**src/hdl/stbs_pkg.sv**
```systemverilog
// Shared constants and types for the sorted table binary search block.
package stbs_pkg;

   localparam int TABLE_DEPTH = 1024;
   localparam int ADDR_W      = $clog2(TABLE_DEPTH);
   localparam int IDX_W       = 10;
   localparam int DATA_W      = 32;
   // signed search bounds: low may reach 1024, high may drop to -1
   localparam int BND_W       = IDX_W + 2;

   localparam logic OP_WRITE  = 1'b0;
   localparam logic OP_SEARCH = 1'b1;

   typedef struct packed {
      logic              wr_en;
      logic [ADDR_W-1:0] wr_addr;
      logic [DATA_W-1:0] wr_data;
      logic              rd_en;
      logic [ADDR_W-1:0] rd_addr;
   } tbl_req_type;

endpackage

```
**src/hdl/stbs_ctrl.sv**
```systemverilog
// Search sequencer: takes transfers, walks the probe loop, holds the result register.
module stbs_ctrl
   import stbs_pkg::*;
(
   input  logic                     clock,
   input  logic                     reset,
   input  logic                     req_valid,
   output logic                     req_stall,
   input  logic                     req_operation,
   input  logic [IDX_W-1:0]         req_entry_index,
   input  logic signed [DATA_W-1:0] req_data_value,
   input  logic [IDX_W-1:0]         req_range_low,
   input  logic [IDX_W-1:0]         req_range_high,
   output logic                     rsp_valid,
   input  logic                     rsp_stall,
   output logic                     rsp_found,
   output tbl_req_type              tbl_req,
   input  logic [DATA_W-1:0]        tbl_rd_data
);

   typedef enum logic [1:0] {
      ST_IDLE,
      ST_CHECK,
      ST_CMP,
      ST_DONE
   } state_type;

   state_type                state_ff;
   logic signed [BND_W-1:0]  lo_ff;
   logic signed [BND_W-1:0]  hi_ff;
   logic signed [BND_W-1:0]  mid_ff;
   logic signed [DATA_W-1:0] key_ff;
   logic                     oob_ff;
   logic                     found_ff;
   logic                     rsp_valid_ff;
   logic                     rsp_found_ff;

   logic signed [BND_W-1:0]  span;
   logic signed [BND_W-1:0]  mid_in;
   logic                     range_empty;
   logic                     mid_in_table;
   logic                     wr_in_table;
   logic signed [DATA_W-1:0] entry;
   logic                     hit;
   logic                     greater;
   logic                     rsp_free;
   logic                     take;

   assign span         = hi_ff - lo_ff;
   assign mid_in       = lo_ff + (span >>> 1);
   assign range_empty  = lo_ff > hi_ff;
   assign mid_in_table = int'(mid_in) < TABLE_DEPTH;
   assign wr_in_table  = int'(req_entry_index) < TABLE_DEPTH;
   // probes past the table end read as zero
   assign entry        = oob_ff ? '0 : $signed(tbl_rd_data);
   assign hit          = entry == key_ff;
   assign greater      = entry > key_ff;
   assign rsp_free     = !rsp_valid_ff || !rsp_stall;
   assign take         = req_valid && (state_ff == ST_IDLE);

   assign req_stall = state_ff != ST_IDLE;
   assign rsp_valid = rsp_valid_ff;
   assign rsp_found = rsp_found_ff;

   always_comb begin
      tbl_req.wr_en   = take && (req_operation == OP_WRITE) && wr_in_table;
      tbl_req.wr_addr = ADDR_W'(req_entry_index);
      tbl_req.wr_data = req_data_value;
      tbl_req.rd_en   = (state_ff == ST_CHECK) && !range_empty;
      tbl_req.rd_addr = ADDR_W'($unsigned(mid_in));
   end

   always_ff @(posedge clock) begin
      if (reset) begin
         state_ff     <= ST_IDLE;
         rsp_valid_ff <= 1'b0;
      end else begin
         // load a new result, or drop the one just taken
         if ((state_ff == ST_DONE) && rsp_free) begin
            rsp_valid_ff <= 1'b1;
         end else if (rsp_valid_ff && !rsp_stall) begin
            rsp_valid_ff <= 1'b0;
         end
         unique case (state_ff)
            ST_IDLE: begin
               if (take && (req_operation == OP_SEARCH)) begin
                  lo_ff    <= BND_W'(req_range_low);
                  hi_ff    <= BND_W'(req_range_high);
                  key_ff   <= req_data_value;
                  state_ff <= ST_CHECK;
               end
            end
            ST_CHECK: begin
               if (range_empty) begin
                  found_ff <= 1'b0;
                  state_ff <= ST_DONE;
               end else begin
                  mid_ff   <= mid_in;
                  oob_ff   <= !mid_in_table;
                  state_ff <= ST_CMP;
               end
            end
            ST_CMP: begin
               if (hit) begin
                  found_ff <= 1'b1;
                  state_ff <= ST_DONE;
               end else begin
                  if (greater) begin
                     hi_ff <= mid_ff - BND_W'(1);
                  end else begin
                     lo_ff <= mid_ff + BND_W'(1);
                  end
                  state_ff <= ST_CHECK;
               end
            end
            ST_DONE: begin
               if (rsp_free) begin
                  rsp_found_ff <= found_ff;
                  state_ff     <= ST_IDLE;
               end
            end
            default: state_ff <= ST_IDLE;
         endcase
      end
   end

   // a compare always follows its own read issue
   a_cmp_after_read: assert property (@(posedge clock) disable iff (reset)
      (state_ff == ST_CMP) |-> $past(tbl_req.rd_en))
      else $error("compare without a read issued");

   // probe index stays inside the live bounds
   a_mid_in_bounds: assert property (@(posedge clock) disable iff (reset)
      (state_ff == ST_CMP) |-> (lo_ff <= mid_ff) && (mid_ff <= hi_ff))
      else $error("probe outside search bounds");

   // every miss shrinks the range
   a_range_shrinks: assert property (@(posedge clock) disable iff (reset)
      (state_ff == ST_CHECK) && $past(state_ff == ST_CMP) |-> span < $past(span))
      else $error("search range did not shrink");

   // a result appears only at the end of a search
   a_rsp_from_search: assert property (@(posedge clock) disable iff (reset)
      $rose(rsp_valid_ff) |-> $past(state_ff == ST_DONE))
      else $error("result without a finished search");

endmodule

```
**config.mk**
```make
export PLATFORM = sky130hd
export DESIGN_NAME = stbs_ctrl
export DESIGN_NICKNAME = d
export VERILOG_FILES = /design/src/hdl/stbs_pkg.sv /design/src/hdl/stbs_ctrl.sv
export SDC_FILE = /design/constraint.sdc
export NUM_CORES = 1
export LEC_CHECK = 0
export BUFFER_PORTS_ARGS = -buffer_cell sky130_fd_sc_hd__buf_2
export CORE_UTILIZATION = 53
export CTS_CLUSTER_SIZE = 30
export DETAILED_ROUTE_END_ITERATION = 8
export GPL_ROUTABILITY_DRIVEN = 0
export PLACE_DENSITY = 0.8
export SYNTH_ARGS = -nofsm -noshare
export SYNTH_HDL_FRONTEND = slang
export SYNTH_SLANG_ARGS = --single-unit
```
**constraint.sdc**
```tcl
create_clock -name clock -period 3.8 [get_ports clock]
set_input_delay 0.38 -clock clock [delete_from_list [all_inputs] [get_ports clock]]
set_output_delay 0.38 -clock clock [all_outputs]
set_load 0.03 [all_outputs]
```
## Yosys cells after proc, flatten, opt, wreduce, memory -nomap -nowiden

Cells that the tools add are included.
W data, S select, Z words.

| operators by class | value |
|---|---|
| reduce and logical (&&, ||, !) cells | 23 |
| magnitude comparators | 3 |
| equal/unequal tests | 11 |
| add/subtract/negate cells | 4 |
| muxes and demuxes | 19 |
| bitwise logic cells | 3 |

Operators by type and width:

| cell | number |
|---|---|
| $mux W12 | 6 |
| $pmux W12 S2 | 2 |
| $eq A32 B32 Y1 | 1 |
| $gt A32 B32 Y1 | 1 |
| $mux W32 | 1 |
| $add A12 B11 Y12 | 1 |
| $add A12 B2 Y12 const B | 1 |
| $gt A12 B12 Y1 | 1 |
| $lt A12 B12 Y1 const B | 1 |
| $ne A2 B2 Y1 const B | 6 |
| $sub A12 B12 Y12 | 1 |
| $sub A12 B2 Y12 const B | 1 |
| $reduce_and A5 Y1 | 2 |
| $reduce_and A3 Y1 | 3 |
| $pmux W2 S4 | 1 |
| $reduce_bool A2 Y1 | 4 |
| $logic_and A1 B1 Y1 | 6 |
| $mux W2 | 3 |
| $mux W1 | 5 |
| $eq A2 B2 Y1 const B | 2 |
| $logic_not A1 Y1 | 4 |
| $reduce_and A4 Y1 | 1 |
| $not A1 Y1 | 3 |
| $eq A2 B1 Y1 const B | 1 |
| 5 further kinds | 5 |

| word-level totals | value |
|---|---|
| output and inout port bits | 57 |
| register bits | 74 |
| logic and storage cells | 72 |

## Depth between registers and ports, before layout

| logic depth | value |
|---|---|
| depth after elaboration | 5 |
| depth in mapped cells | 17 |
| depth with buffers taken out | 17 |

## Least setup slack after synthesis

OpenSTA, ideal clock, no wires.

| timing path | value |
|---|---|
| path type | register to register |
| start | register state_ff[1] |
| end | register key_ff[0] (enable) |
| library setup time | 0.461 ns |
| path slack | 0.369 ns |
| required time | 3.339 ns |
| data arrival time | 2.970 ns |
| stages on the path, launching flop included | 4 |
| period minus slack after synthesis | 3.431 ns |
| path through | dfxtp_1 > nor2_1 > inv_1 > nor3_1 |

| between the ends | value |
|---|---|
| longest elaborated chain between the ends | 4 |

Ends and longest elaborated chain:

| what | line | text |
|---|---|---|
| start, declared | stbs_ctrl.sv:28 | `state_type state_ff;` |
| start signal, assigned | stbs_ctrl.sv:75 | `state_ff <= ST_IDLE;` |
| start signal, assigned | stbs_ctrl.sv:90 | `state_ff <= ST_CHECK;` |
| start signal, assigned | stbs_ctrl.sv:96 | `state_ff <= ST_DONE;` |
| $logic_not A2 Y1 * | stbs_ctrl.sv:59, stbs_ctrl.sv:84 |  |
| $logic_and A1 B1 Y1 | stbs_ctrl.sv:59 | `assign take = req_valid && (state_ff == ST_IDLE);` |
| $logic_and A1 B1 Y1 | stbs_ctrl.sv:86 | `if (take && (req_operation == OP_SEARCH)) begin` |
| $reduce_and A3 Y1 (no source line) * | -- |  |
| end signal, assigned | stbs_ctrl.sv:89 | `key_ff <= req_data_value;` |
| end, declared | stbs_ctrl.sv:32 | `logic signed [DATA_W-1:0] key_ff;` |

Every way passes the cells marked *; elsewhere a longest branch is shown, timed or not.
A chain may end at the register's enable or synchronous reset.

==> results.yml <==
synth:
  synth.top_cells.by_area: "sky130_fd_sc_hd__edfxtp_1, sky130_fd_sc_hd__ha_1, sky130_fd_sc_hd__buf_4"
  synth-seq-cells: 74
  basic_gate_share_of_the_synthesized_area_counting_and_or_nand_and_nor_cells_pct: 15.21
  post_synth_num_cell_types: 48
  yosysWarningCount: 0
  postSynthAreaPerCell_um2: 9.947
  yosys.cell_count.top_type: "sky130_fd_sc_hd__edfxtp_1"
  post_synth_inst_count: 540
  post_synth_edffs: 71
  synth_top_cells_by_count: "sky130_fd_sc_hd__edfxtp_1, sky130_fd_sc_hd__ha_1, sky130_fd_sc_hd__buf_4"
  synthMuxAreaShare_pct: 0.1863
  post-synth-top-area-cell: "sky130_fd_sc_hd__edfxtp_1"
  post_synth_fa_ha_maj_area_fraction_pct: 14.02
  synthXorXnorAreaFrac_pct: 6.359
  share_of_synthesized_area_occupied_by_flip_flops_and_latches_pct: 40.81
  synth_top_family_by_area: "simple AND/OR/NAND/NOR gates"
  synthesis.area_um2: 5371
  synth_largest_type_area_fraction_pct: 39.69
  synth-compound-area-share_pct: 11.55
  synth_top_flop_cell: "sky130_fd_sc_hd__edfxtp_1"
  asyncSetResetFlopFracSynth_pct: 0
  number_of_nets_in_the_synthesized_netlist: 698
drt:
  ant_nets_after_route: 0
  route.vias.total: 4174
  wire_per_inst_um: 16.08
  count_of_unresolved_drc_violations_after_routing: 0
  drt_pass1_iterations: 4
  drt_iter0_drc: 191
  avgViaCountPerCell: 5.386
  routed_wl_um: 12460
timing:
  hold_violations: 0
  fin_worst_skew_ps: 12.74
  finalCriticalPeriod_ps: 3783
  worst_slew_pin_slew_ps: 731.0
  pnr_worst_setup_slack_ps: 17.38
  fin_setup_tns_ps: 0
  fin_crit_sh_pct: 99.54
  finalSetupViolCount: 0
  relSlewSlack_pct: 51.26
  max_freq_mhz: 264.4
  slew_violations: 0
worst_hold_path:
  worst_hold_path_startpoint: "req_data_value[23]"
  hold-path-endpoint: "key_ff[23]$_DFFE_PP_"
  whs_path_depth: 1
  timing.hold.worst.class: "in -> reg"
setup_path:
  critical_path.reg2reg.endpoint: "oob_ff$_DFFE_PP_"
  rr_startpoint: "lo_ff[1]$_DFFE_PP_"
  worst-r2r-cell-count: 17
  crit_buf_inv: 2
  setup.worst_path.start_class: "flop"
  cp_slowest_cell: "sky130_fd_sc_hd__edfxtp_1"
  ff2ff_setup_slack_ps: 180
  worst_setup_path_type: "reg -> out"
  critical_path.cell_chain: "inv_1 > ha_4 > a21o_1 > a31oi_4 > o21bai_1 > a21oi_2 > xnor2_1 > ha_2 > nor3_2 > nor2_1 > a31oi_2 > o21bai_1 > a21oi_2 > xnor2_1 > buf_4"
  cp_num_cells: 15
  timing.critical_path.fanout_max: 4
  required_ps: 3420
  critical_path_end_type: "output pin"
  critical-path-max-stage-delay_ps: 390
  cp_data_arrival_time_ps: 3400
  critical_path.top_delay_family: "compound AO/OA/AOI/OAI gates"
global_routing:
  groute.usage.overall_pct: 23.88
  grt_pass1_vias: 4188
  antenna_found_initial: 0
  grt-ovfl-total: 0
  wire_length_of_the_first_global_routing_pass_um: 18890
  grt_max_degree: 40
clock_network:
  clk_latency_ps: 360
  cts_made_buffers: 9
  ctsHtreeMaxLevel: 3
  cts_hold_buf: 0
  worst_setup_hold_path_clk_slew_ps: 80
  clockBufferDepth: 2
  clockRootBuffer: "sky130_fd_sc_hd__clkbuf_8"
  clkSinkCount: 74
  cts_tree: "built"
pwr:
  power-per-cell-area_nw_per_um2: 413.7
  pleak_nw: 2.785
  worst_ir_drop_vdd_v: 0.0001898
die:
  fp.dieW_um: 102.7
  die-area_um2: 10540
  pin_count: 156
  initial_core_util_pct: 54.70
  die_height_um: 102.7
  placeableCoreArea_um2: 9819
  fp-row-count: 36
placement:
  setup_slack_placement_ps: 178.1
  post_detailed_placement_half_perimeter_wirelength_um: 9095
  portBuffers: 135
layout:
  finish.net_count: 795
  antenna_cells_inserted: 0
  layout_cells_sized_above_1_pct: 30.53
  layout-area-overhead-vs-synth_pct: 15.86
  final_util_pct: 63.38
flow_run:
  cap_viol_max_count: 0
run_status:
  status: "finished, final reports clean"
==> state kept, by name (all words and copies together), names as in the netlist <==
register   count
key_ff        32
rsp_found      1
lo_ff         12
found_ff       1
hi_ff         12
mid_ff        12
state_ff       2
rsp_valid      1
oob_ff         1
==> where the power goes <==
group          internal [mW]  total (mW)  leakage [nW]  switching (mW)
clock network          0.430       0.735         0.118           0.306
logic                  0.334       0.850          1.99           0.516
registers              0.959       0.990         0.675          0.0306
total                   1.72        2.57          2.79           0.853
==> logic make-up (layout without fill, tap and decap cells) <==
logic type / Yosys count / in the layout
AOI/OAI and AO/OA: 97 / 97
muxes: 1 / 1
buffers and inverters: 117 / 219
adders and majority gates: 59 / 59
xor gates and xnor gates: 39 / 39
and+or+nand+nor: 153 / 153
DFF: 74 / 74
==> metal layers <==
layer | up-vias | GRT usage [%] | part of all wire, %
met5 | - | 0 | 0
met4 | 0 | 12.20 | 3.1
met3 | 35 | 5.356 | 7.2
met2 | 182 | 42.87 | 51
met1 | 1923 | 26.44 | 39
li1 | 2034 | - | -
==> timing repair <==
| action | CTS | global route |
|---|---|---|
| gates resized for setup | 9 | 13 |
| setup endpoints to repair | 2 | 6 |
| pin swaps | 2 | 12 |
| buffers inserted | 0 | 12 |
| gates cloned | 0 | 0 |
==> worst register-to-register path, cell delays in order (launching register included) <==
cell and delay [ps]:
sky130_fd_sc_hd__edfxtp_1 430, sky130_fd_sc_hd__inv_2 80, sky130_fd_sc_hd__fa_2 430, sky130_fd_sc_hd__a21oi_2 170, sky130_fd_sc_hd__o21ai_1 90, sky130_fd_sc_hd__a21oi_2 180
sky130_fd_sc_hd__a21oi_1 150, sky130_fd_sc_hd__a21o_1 200, sky130_fd_sc_hd__a21oi_1 170, sky130_fd_sc_hd__xnor2_1 190, sky130_fd_sc_hd__ha_1 350, sky130_fd_sc_hd__nand2_1 100
sky130_fd_sc_hd__nor2_1 40, sky130_fd_sc_hd__a211oi_1 210, sky130_fd_sc_hd__o21ai_1 110, sky130_fd_sc_hd__xnor2_1 150, sky130_fd_sc_hd__xnor2_1 250, sky130_fd_sc_hd__nor2b_1 80
==> worst max-delay path by stage <==
stage                             start                  end  slack [ps]
3_5_place_dp         lo_ff[1]$_DFFE_PP_     oob_ff$_DFFE_PP_         180
6_report             lo_ff[2]$_DFFE_PP_           tbl_req[9]          20
2_1_floorplan  state_ff[1]$_SDFFE_PP0P_  key_ff[0]$_DFFE_PP_         370
3_3_place_gp         lo_ff[1]$_DFFE_PP_     oob_ff$_DFFE_PP_         350
5_1_grt              lo_ff[1]$_DFFE_PP_           tbl_req[9]        -120
4_1_cts              hi_ff[0]$_DFFE_PP_           tbl_req[9]         0.4
==> through the flow <==
stage          cells  hold WS, ps  power [mW]  instance area, µm²
3_3_place_gp     747        426.0       1.729                5814
6_report         775        207.8       2.575                6223
5_1_grt          775        186.1       2.686                6223
4_1_cts          763        193.3       2.516                6088
2_1_floorplan    540        400.3       1.641                5371
3_5_place_dp     747        406.6       1.753                5814
==> layout by cell type (no fill, tap or decap), types with 6 or more instances in the layout <==
master and n:
sky130_fd_sc_hd__buf_2 133, sky130_fd_sc_hd__ha_1 55, sky130_fd_sc_hd__xnor2_1 24, sky130_fd_sc_hd__nand4_1 9, sky130_fd_sc_hd__nand3_1 15, sky130_fd_sc_hd__o21ai_0 20, sky130_fd_sc_hd__clkbuf_8 9, sky130_fd_sc_hd__a21oi_1 26
sky130_fd_sc_hd__xor2_1 14, sky130_fd_sc_hd__nor3_1 8, sky130_fd_sc_hd__a21o_1 8, sky130_fd_sc_hd__nand2_1 37, sky130_fd_sc_hd__inv_1 48, sky130_fd_sc_hd__nor2b_1 35, sky130_fd_sc_hd__a211oi_1 6, sky130_fd_sc_hd__nor2_1 20
sky130_fd_sc_hd__buf_4 20, sky130_fd_sc_hd__edfxtp_1 71, sky130_fd_sc_hd__nand2b_1 6
==> area by class of cell <==
cell class                 instances  area (µm²)
fill                             832        3596
multi-input combinational        349        2630
sequential                        74        2192
timing repair buffer             153       815.8
inverter                          50       187.7
tap                              133       166.4
clock buffer                       9       123.9
clock inverter                     7       107.6
Note: power is estimated with default switching activity, not from simulation.
